$ cat src/design/ptpd_pkg.sv
// Package for the pan/tilt PD tracker: register indexes, reset values,
// fixed image constants and the per-axis result type. No dependencies.
`timescale 1ns / 1ps
`default_nettype none

package ptpd_pkg;

   // Configuration register indexes.
   localparam logic [3:0] CSR_PAN_P_GAIN      = 4'd0;
   localparam logic [3:0] CSR_TILT_P_GAIN     = 4'd1;
   localparam logic [3:0] CSR_PAN_D_GAIN      = 4'd2;
   localparam logic [3:0] CSR_TILT_D_GAIN     = 4'd3;
   localparam logic [3:0] CSR_PAN_LOW_LIMIT   = 4'd4;
   localparam logic [3:0] CSR_PAN_HIGH_LIMIT  = 4'd5;
   localparam logic [3:0] CSR_TILT_LOW_LIMIT  = 4'd6;
   localparam logic [3:0] CSR_TILT_HIGH_LIMIT = 4'd7;

   // Image center and dead zone, in whole pixels.
   localparam logic [12:0] CENTER_X     = 13'd320;
   localparam logic [12:0] CENTER_Y     = 13'd240;
   localparam logic [12:0] DEAD_ZONE_PX = 13'd10;

   // Reset values, angles in 1/256 degree.
   localparam logic [15:0] HELD_RESET            = 16'd23040;
   localparam logic [15:0] PAN_LOW_LIMIT_RESET   = 16'd0;
   localparam logic [15:0] PAN_HIGH_LIMIT_RESET  = 16'd46080;
   localparam logic [15:0] TILT_LOW_LIMIT_RESET  = 16'd7680;
   localparam logic [15:0] TILT_HIGH_LIMIT_RESET = 16'd38400;

   typedef struct packed {
      logic [15:0]        angle;
      logic               at_limit;
      logic signed [12:0] err;
   } axis_result_type;

endpackage

`default_nettype wire

$ cat src/design/pan_tilt_pd_tracker.sv
// Two-axis PD pan/tilt tracker with dead zone, one update per beat.
// Depends on ptpd_pkg.
//
// Each request beat carries a target pixel position and a tracking flag and
// yields exactly one response beat with the commanded pan and tilt angles
// (1/256 degree) and their at-limit flags. A beat is captured in an input
// register, the whole PD update for both axes is done combinationally from it
// and lands in the output register, so the block sustains one beat per clock
// while responses are taken; the held angles and last errors, registered
// alongside, feed the next beat. With tracking low the stored errors
// are cleared and the held angles are returned unclamped with both flags low.
// Gains are signed Q4.12, the update is (err*P + (err-last)*D) >>> 4, and the
// new angle is clamped to the configured limits. Configuration writes are
// always accepted and should be issued only while the block is idle.
`timescale 1ns / 1ps
`default_nettype none

module pan_tilt_pd_tracker
   import ptpd_pkg::*;
(
   input  wire logic        clock,
   input  wire logic        reset,
   // Request stream.
   input  wire logic        req_tvalid,
   output logic             req_tready,
   input  wire logic [23:0] req_tdata,   // x position [11:0], y position [23:12]
   input  wire logic        req_tuser,   // tracking [0]
   // Response stream.
   output logic             rsp_tvalid,
   input  wire logic        rsp_tready,
   output logic [39:0]      rsp_tdata,   // pan_angle [15:0], tilt_angle [31:16],
                                         // pan clamped [32], tilt clamped [33],
                                         // zero [39:34]
   // Configuration writes.
   input  wire logic        csr_valid,
   output logic             csr_ready,
   input  wire logic [3:0]  csr_index,
   input  wire logic [15:0] csr_data
);

   logic signed [15:0] pan_p_gain_ff, tilt_p_gain_ff, pan_d_gain_ff, tilt_d_gain_ff;
   logic [15:0]        pan_low_ff, pan_high_ff, tilt_low_ff, tilt_high_ff;

   logic               in_valid_ff;
   logic               tracking_ff;
   logic [11:0]        aim_x_ff, aim_y_ff;

   logic [15:0]        held_pan_ff, held_pan_in;
   logic [15:0]        held_tilt_ff, held_tilt_in;
   logic signed [12:0] last_err_x_ff, last_err_x_in;
   logic signed [12:0] last_err_y_ff, last_err_y_in;

   logic               out_valid_ff;
   logic [39:0]        out_data_ff, out_data_in;

   logic               advance;
   axis_result_type    pan_res, tilt_res;
   logic               pan_flag, tilt_flag;

   function automatic axis_result_type axis_update(
      input logic [11:0]        pos,
      input logic [12:0]        center,
      input logic signed [15:0] kp,
      input logic signed [15:0] kd,
      input logic [15:0]        lo,
      input logic [15:0]        hi,
      input logic [15:0]        held,
      input logic signed [12:0] last
   );
      logic signed [12:0] err;
      logic [12:0]        mag;
      logic signed [13:0] diff;
      logic signed [28:0] prod_p;
      logic signed [29:0] prod_d;
      logic signed [30:0] total;
      logic signed [26:0] change;
      logic signed [27:0] sum;
      logic signed [27:0] lo_s;
      logic signed [27:0] hi_s;
      logic signed [27:0] clamped;
      axis_result_type    r;
      err = $signed({1'b0, pos}) - $signed(center);
      mag = err[12] ? 13'(-err) : 13'(err);
      if (mag <= DEAD_ZONE_PX) begin
         err = '0;
      end
      diff   = 14'(err) - 14'(last);
      prod_p = 29'(err) * 29'(kp);
      prod_d = 30'(diff) * 30'(kd);
      total  = 31'(prod_p) + 31'(prod_d);
      // Arithmetic shift rounds toward minus infinity.
      change = 27'(total >>> 4);
      sum    = 28'($signed({1'b0, held})) + 28'(change);
      lo_s   = $signed({12'd0, lo});
      hi_s   = $signed({12'd0, hi});
      priority if (sum < lo_s) begin
         clamped = lo_s;
      end else if (sum > hi_s) begin
         clamped = hi_s;
      end else begin
         clamped = sum;
      end
      r.angle    = clamped[15:0];
      r.at_limit = (clamped != sum);
      r.err      = err;
      return r;
   endfunction

   // The input register moves on whenever the output register is free or drained.
   assign advance    = !out_valid_ff || rsp_tready;
   assign req_tready = !in_valid_ff || advance;
   assign csr_ready  = 1'b1;
   assign rsp_tvalid = out_valid_ff;
   assign rsp_tdata  = out_data_ff;

   always_comb begin
      pan_res  = axis_update(aim_x_ff, CENTER_X, pan_p_gain_ff, pan_d_gain_ff,
                             pan_low_ff, pan_high_ff, held_pan_ff, last_err_x_ff);
      tilt_res = axis_update(aim_y_ff, CENTER_Y, tilt_p_gain_ff, tilt_d_gain_ff,
                             tilt_low_ff, tilt_high_ff, held_tilt_ff, last_err_y_ff);
      if (tracking_ff) begin
         held_pan_in   = pan_res.angle;
         held_tilt_in  = tilt_res.angle;
         last_err_x_in = pan_res.err;
         last_err_y_in = tilt_res.err;
         pan_flag      = pan_res.at_limit;
         tilt_flag     = tilt_res.at_limit;
      end else begin
         held_pan_in   = held_pan_ff;
         held_tilt_in  = held_tilt_ff;
         last_err_x_in = '0;
         last_err_y_in = '0;
         pan_flag      = 1'b0;
         tilt_flag     = 1'b0;
      end
      out_data_in = {6'd0, tilt_flag, pan_flag, held_tilt_in, held_pan_in};
   end

   always_ff @(posedge clock) begin
      if (reset) begin
         pan_p_gain_ff  <= '0;
         tilt_p_gain_ff <= '0;
         pan_d_gain_ff  <= '0;
         tilt_d_gain_ff <= '0;
         pan_low_ff     <= PAN_LOW_LIMIT_RESET;
         pan_high_ff    <= PAN_HIGH_LIMIT_RESET;
         tilt_low_ff    <= TILT_LOW_LIMIT_RESET;
         tilt_high_ff   <= TILT_HIGH_LIMIT_RESET;
      end else if (csr_valid) begin
         unique case (csr_index)
            CSR_PAN_P_GAIN:      pan_p_gain_ff  <= $signed(csr_data);
            CSR_TILT_P_GAIN:     tilt_p_gain_ff <= $signed(csr_data);
            CSR_PAN_D_GAIN:      pan_d_gain_ff  <= $signed(csr_data);
            CSR_TILT_D_GAIN:     tilt_d_gain_ff <= $signed(csr_data);
            CSR_PAN_LOW_LIMIT:   pan_low_ff     <= csr_data;
            CSR_PAN_HIGH_LIMIT:  pan_high_ff    <= csr_data;
            CSR_TILT_LOW_LIMIT:  tilt_low_ff    <= csr_data;
            CSR_TILT_HIGH_LIMIT: tilt_high_ff   <= csr_data;
            default: begin
            end
         endcase
      end
   end

   always_ff @(posedge clock) begin
      if (reset) begin
         in_valid_ff   <= 1'b0;
         out_valid_ff  <= 1'b0;
         held_pan_ff   <= HELD_RESET;
         held_tilt_ff  <= HELD_RESET;
         last_err_x_ff <= '0;
         last_err_y_ff <= '0;
      end else begin
         if (req_tready) begin
            in_valid_ff <= req_tvalid;
         end
         if (advance) begin
            out_valid_ff <= in_valid_ff;
         end
         if (advance && in_valid_ff) begin
            held_pan_ff   <= held_pan_in;
            held_tilt_ff  <= held_tilt_in;
            last_err_x_ff <= last_err_x_in;
            last_err_y_ff <= last_err_y_in;
         end
      end
   end

   always_ff @(posedge clock) begin
      if (req_tvalid && req_tready) begin
         tracking_ff <= req_tuser;
         aim_x_ff    <= req_tdata[11:0];
         aim_y_ff    <= req_tdata[23:12];
      end
      if (advance && in_valid_ff) begin
         out_data_ff <= out_data_in;
      end
   end

endmodule

`default_nettype wire

$ cat config.mk
export PLATFORM = sky130hd
export DESIGN_NAME = pan_tilt_pd_tracker
export DESIGN_NICKNAME = d
export VERILOG_FILES = /design/src/design/ptpd_pkg.sv /design/src/design/pan_tilt_pd_tracker.sv
export SDC_FILE = /design/constraint.sdc
export NUM_CORES = 2
export LEC_CHECK = 0
export BUFFER_PORTS_ARGS = -buffer_cell sky130_fd_sc_hd__buf_2
export CORE_ASPECT_RATIO = 0.6
export CORE_MARGIN = 1
export CORE_UTILIZATION = 65
export CTS_CLUSTER_SIZE = 12
export DETAILED_ROUTE_END_ITERATION = 6
export PLACE_DENSITY = 0.82
export SYNTH_ARGS = -nofsm -noshare
export SYNTH_HDL_FRONTEND = slang
export SYNTH_SLANG_ARGS = --single-unit
$ cat constraint.sdc
create_clock -name clock -period 31.7 [get_ports clock]
set_clock_uncertainty 0.05 [all_clocks]
set_input_delay 1.585 -clock clock [delete_from_list [all_inputs] [get_ports clock]]
set_output_delay 1.585 -clock clock [all_outputs]
set_load 0.005 [all_outputs]
-- Word-level counts from Yosys, hierarchy flattened
Index checks and enable logic that the tools add are counted.
- logic and storage cells: 75
- input port bits: 50
- flip-flop bits (word level): 247
- output and inout port bits: 43
- reduce and logical (&&, ||, !) cells: 15
- equality and inequality tests: 9
- muxes and demuxes: 12
- $add $sub $neg: 10
- magnitude comparators: 6
- multiply operators: 4
- operators by type and width (kind ; count):
    $mux 28 ; 4
    $mux 13 ; 6
    $add 29x30->31 ; 2
    $mul 14x16->30 ; 2
    $mul 13x16->29 ; 2
    $add 17x27->28 ; 2
    $gt 28x17->1 ; 2
    $lt 28x17->1 ; 2
    $ne 28x28->1 ; 2
    $mux 16 ; 2
    $sub 13x13->14 ; 2
    $le 13x4->1 const B ; 2
    $neg 13->13 ; 2
    $eq 4x3->1 const B ; 4
    $reduce_and 2->1 ; 8
    $sub 12x8->13 const B ; 1
    $sub 12x9->13 const B ; 1
    $eq 4x2->1 const B ; 2
    $eq 4x1->1 const B ; 1
    $logic_not 4->1 ; 1
    $logic_and 1x1->1 ; 2
    $logic_not 1->1 ; 2
    $logic_or 1x1->1 ; 2

-- Longest topological paths before layout
- depth after elaboration: 13
- depth in mapped cells: 68

-- Worst setup path before layout
OpenSTA, ideal clock, no wires.
- kind: register to register
- start: register aim_y_ff[5]
- end: register out_data_ff[23], in the netlist rsp_tdata[23] (data pin)
- data required time: 31.379 ns
- path slack: 18.054 ns
- arrival: 13.325 ns
- stages on the path, launching flop included: 59
- path through: edfxtp_1 ha_1 buf_2 a311oi_4 a211oi_1 o311a_1 a211o_1 a211o_1 buf_2 clkbuf_1 and2_1 clkbuf_1 clkbuf_1 ha_1 o21ai_0 a21boi_0 o21ai_0 a21boi_0 [23 not listed] clkbuf_1 or2_2 a21o_1 o21a_1 nand2_1 a21boi_0 o31a_1 ha_1 a21o_1 a2111oi_0 a21oi_1 nor2_1 nand2_1 o21ba_1 clkbuf_1 buf_2 mux2i_1 a21oi_1
- longest elaborated chain between the ends: 13
- elaborated cells on any way between the ends: 15
- classes of those cells: add/sub: 5; mul: 2; order compare: 3; mux: 5
- ends and longest elaborated chain (what ; RTL line ; source):
    start: declaration ; pan_tilt_pd_tracker.sv:46 ; logic [11:0] aim_x_ff, aim_y_ff;
    start signal: assignment ; pan_tilt_pd_tracker.sv:193 ; aim_y_ff <= req_tdata[23:12];
    $sub 12x8->13 (*) ; pan_tilt_pd_tracker.sv:82 ; err = $signed({1'b0, pos}) - $signed(center);
    $neg 13->13 ; pan_tilt_pd_tracker.sv:83 ; mag = err[12] ? 13'(-err) : 13'(err);
    $mux 13 ; pan_tilt_pd_tracker.sv:83 ;
    $le 13x4->1 ; pan_tilt_pd_tracker.sv:84 ; if (mag <= DEAD_ZONE_PX) begin
    $mux 13 (*) ; pan_tilt_pd_tracker.sv:84 ;
    $sub 13x13->14 ; pan_tilt_pd_tracker.sv:87 ; diff = 14'(err) - 14'(last);
    $mul 14x16->30 ; pan_tilt_pd_tracker.sv:89 ; prod_d = 30'(diff) * 30'(kd);
    $add 29x30->31 (*) ; pan_tilt_pd_tracker.sv:90 ; total = 31'(prod_p) + 31'(prod_d);
    $add 17x27->28 (*) ; pan_tilt_pd_tracker.sv:93 ; sum = 28'($signed({1'b0, held})) + 28'(change);
    $gt 28x17->1 ; pan_tilt_pd_tracker.sv:98 ; end else if (sum > hi_s) begin
    $mux 28 ; pan_tilt_pd_tracker.sv:98 ;
    $mux 28 (*) ; pan_tilt_pd_tracker.sv:96 ; priority if (sum < lo_s) begin
    $mux 16 (*) ; pan_tilt_pd_tracker.sv:121 ; if (tracking_ff) begin
    named net held_tilt_in[7] ; pan_tilt_pd_tracker.sv:49 ; logic [15:0] held_tilt_ff, held_tilt_in;
    end signal: assignment ; pan_tilt_pd_tracker.sv:196 ; out_data_ff <= out_data_in;
    end: declaration ; pan_tilt_pd_tracker.sv:54 ; logic [39:0] out_data_ff, out_data_in;
The timed path passes the listed nets; every way through them passes the cells marked *.
A chain may end at the register's enable or synchronous reset.

-- Worst setup path after layout
- start: register aim_y_ff[4]
- end: register out_data_ff[17], in the netlist rsp_tdata[17] (data pin)
Same word-level chain as after synthesis.

==> flow_metrics.env <==
export IMPL_syn2layout_area_growth_pct=4.15
export IMPL_synth_edf_count=59
export IMPL_cp_top_family="compound AO/OA/AOI/OAI gates"
export IMPL_drive_gt1_frac=0.0457
export IMPL_setup_viol=0
export IMPL_cts_path_max_buffers=3
export IMPL_layout_nets=7087
export IMPL_mostFrequentLayoutCell="inv_1"
export IMPL_wirelength_um=167000
export IMPL_min_period_ns=16.98
export IMPL_reg2reg_from="aim_y_ff[4]$_DFFE_PP_"
export IMPL_worst_path_largest_cell_delay_ns=0.88
export IMPL_critPathBufInv=5
export IMPL_postSynthAreaPerCell_sq_um=8.67
export IMPL_grt_ovfl_total=0
export IMPL_syn_inst=5803
export IMPL_crit_required_ns=31.99
export IMPL_nFillCells=6036
export IMPL_die_x_um=361
export IMPL_postCtsResizedCells=0
export IMPL_path_clk_slew_ns=0.07
export IMPL_core_sq_mm=0.0761
export IMPL_startpoint="aim_y_ff[4]$_DFFE_PP_"
export IMPL_path_class="register to register"
export IMPL_port_buffers=85
export IMPL_fp_row_count=78
export IMPL_critPathMostFrequentCell="fa_1"
export IMPL_ant_nets=0
export IMPL_drt_wirelength_per_cell_um=24.7
export IMPL_drt_vias_per_instance=6.13
export IMPL_hp_class="register to register"
export IMPL_hold_start="pan_low_ff[11]$_SDFFE_PP0P_"
export IMPL_gr_usage_all_layers=0.439
export IMPL_first_pass_iters=6
export IMPL_gp_congestion=1.01
export IMPL_start_kind="register"
export IMPL_tns_ns=0
export IMPL_grt_pass1_vias=41100
export IMPL_end_kind="register"
export IMPL_cts_root_buf="clkbuf_16"
export IMPL_relSlewSlack=0.0779
export IMPL_power_leakage_nw=26.5
export IMPL_placed_area_sq_mm=0.0515
export IMPL_rsz0062_at_grt="no"
export IMPL_multiInputGateArea_sq_mm=0.0389
export IMPL_holdBufCountCts=0
export IMPL_seq_area_frac_synth=0.110
export IMPL_crit_slowest_cell="nor2_1"
export IMPL_cts_sinks=247
export IMPL_final_cell_mix="inv_1, fa_1, nand2_1"
export IMPL_post_cts_buffers=0
export IMPL_cp_max_fo=17
export IMPL_grt_pass1_wl_um=258000
export IMPL_fmax_mhz=58.9
export IMPL_htreeDepth=1
export IMPL_ir_drop_v=0.000118
export IMPL_worst_slew_pin_slew_ns=1.38
export IMPL_netlist_area_sq_mm=0.0503
export IMPL_vias=41300
export IMPL_ios=93
export IMPL_largest_register_ffs=34
export IMPL_arrival_ns=17.27
export IMPL_outcome="finished clean"
export IMPL_seqCellArea_sq_mm=0.00554
export IMPL_yosys_most_used_dff="dfxtp_1"
export IMPL_fin_area_sq_mm=0.0524
export IMPL_synthArstFlopShare=0
export IMPL_maxSlewViolCount=0
export IMPL_start_util=0.661
export IMPL_hold_violations=0
export IMPL_drt_iter0_markers=5658
export IMPL_ys_ff_latch=247
export IMPL_cts_made_buffers=27
export IMPL_synth_warnings=0
export IMPL_grt_max_degree=89
export IMPL_drv_cap=0
export IMPL_dieArea_sq_mm=0.0786
export IMPL_drcViolationCount=0
export IMPL_ys_types=95
export IMPL_place_hpwl_um=135000
export IMPL_fin_crit_sh=0.536
export IMPL_clkLatencyLatePin_ns=0.63
export IMPL_cts_tree="yes"
export IMPL_power_density_mw_per_mm2=39.6
export IMPL_antenna_found_initial=8
export IMPL_dieHeight_um=218
where the power goes:
part / switching, mW / internal [mW]
sequential: 0.0207 / 0.339
clock: 0.165 / 0.197
combinational: 0.860 / 0.492
total: 1.05 / 1.03
worst paths after layout:
path / to / slack, ns / depth (start not counted)
setup / recovery: rsp_tdata[17]$_DFFE_PP_ / 14.72 / 50
hold / removal: pan_low_ff[11]$_SDFFE_PP0P_ / 0.42 / 2
setup reg to reg: rsp_tdata[17]$_DFFE_PP_ / 14.72 / 50
hold reg to reg: pan_low_ff[11]$_SDFFE_PP0P_ / 0.42 / 2
worst min-delay path, cell delays in order (launching register included):
cell	delay, ns
dfxtp_1	0.32
nand2_1	0.05
a21oi_1	0.05
kinds of logic (layout without fill, tap and decap cells):
| group | count (synthesis) | after routing | share of synthesized area |
|---|---|---|---|
| mux | 70 | 70 | 0.0141 |
| compound gates | 721 | 721 | 0.0969 |
| fa+ha+maj | 1326 | 1326 | 0.473 |
| buf+inv | 1563 | 1486 | 0.118 |
| flops | 247 | 247 | 0.110 |
| simple gates | 1702 | 1702 | 0.157 |
| xor+xnor | 172 | 172 | 0.0299 |
| other cells | 2 | 10 | 0.000149 |
per-layer routing:
layer  wire length (um)  GRT usage  vias to the layer above
li1                   -          -                    17800
met1              69800      0.665                    20100
met2              57800      0.519                     3167
met3              35400      0.275                      282
met4               3180     0.0661                       16
met5                314     0.0147                        -
Yosys cell counts, drive strengths merged (16+ instances only):
cell type	instances	share of area
o21a	29	0.0043
a31oi	16	0.0021
o221ai	30	0.0052
o21ai	108	0.011
a22oi	27	0.0040
nor3	46	0.0049
nor2	220	0.016
and3	69	0.0086
inv	1275	0.095
ha	362	0.090
xnor2	129	0.022
edfxtp	59	0.035
clkbuf	255	0.019
fa	964	0.38
dfxtp	188	0.075
or2	20	0.0025
o211ai	30	0.0048
nand2	886	0.066
nand4	52	0.0066
nor2b	48	0.0060
or3	33	0.0042
mux2i	64	0.013
a211oi	19	0.0030
nor4	25	0.0035
nand3	55	0.0055
a21o	82	0.012
xor2	43	0.0075
and2	174	0.022
a21oi	214	0.021
a21boi	17	0.0025
nand2b	29	0.0036
buf	31	0.0040
through the flow:
| stage | instances | util | setup WS, ns | hold slack [ns] | total power [mW] |
|---|---|---|---|---|---|
| floorplan | 5808 | - | 18.05 | 0.396 | 1.26 |
| global placement | 6682 | 0.676 | 15.65 | 0.412 | 1.63 |
| detailed placement | 6682 | 0.676 | 15.54 | 0.415 | 1.64 |
| CTS | 6731 | 0.689 | 15.43 | 0.424 | 2.01 |
| global route | 6731 | 0.689 | 13.89 | 0.453 | 2.19 |
| finish | 6734 | 0.689 | 14.72 | 0.424 | 2.07 |
cell type report:
class / instances / area share
diodes: 3 / 0.000143
clock buffers: 43 / 0.0158
clock inverters: 6 / 0.00189
inverters: 1277 / 0.0914
multi-input cells: 3998 / 0.742
flip-flops and latches: 247 / 0.106
well taps: 1000 / 0.0239
repair buffers: 160 / 0.0189
(Power assumes the default switching activity.)
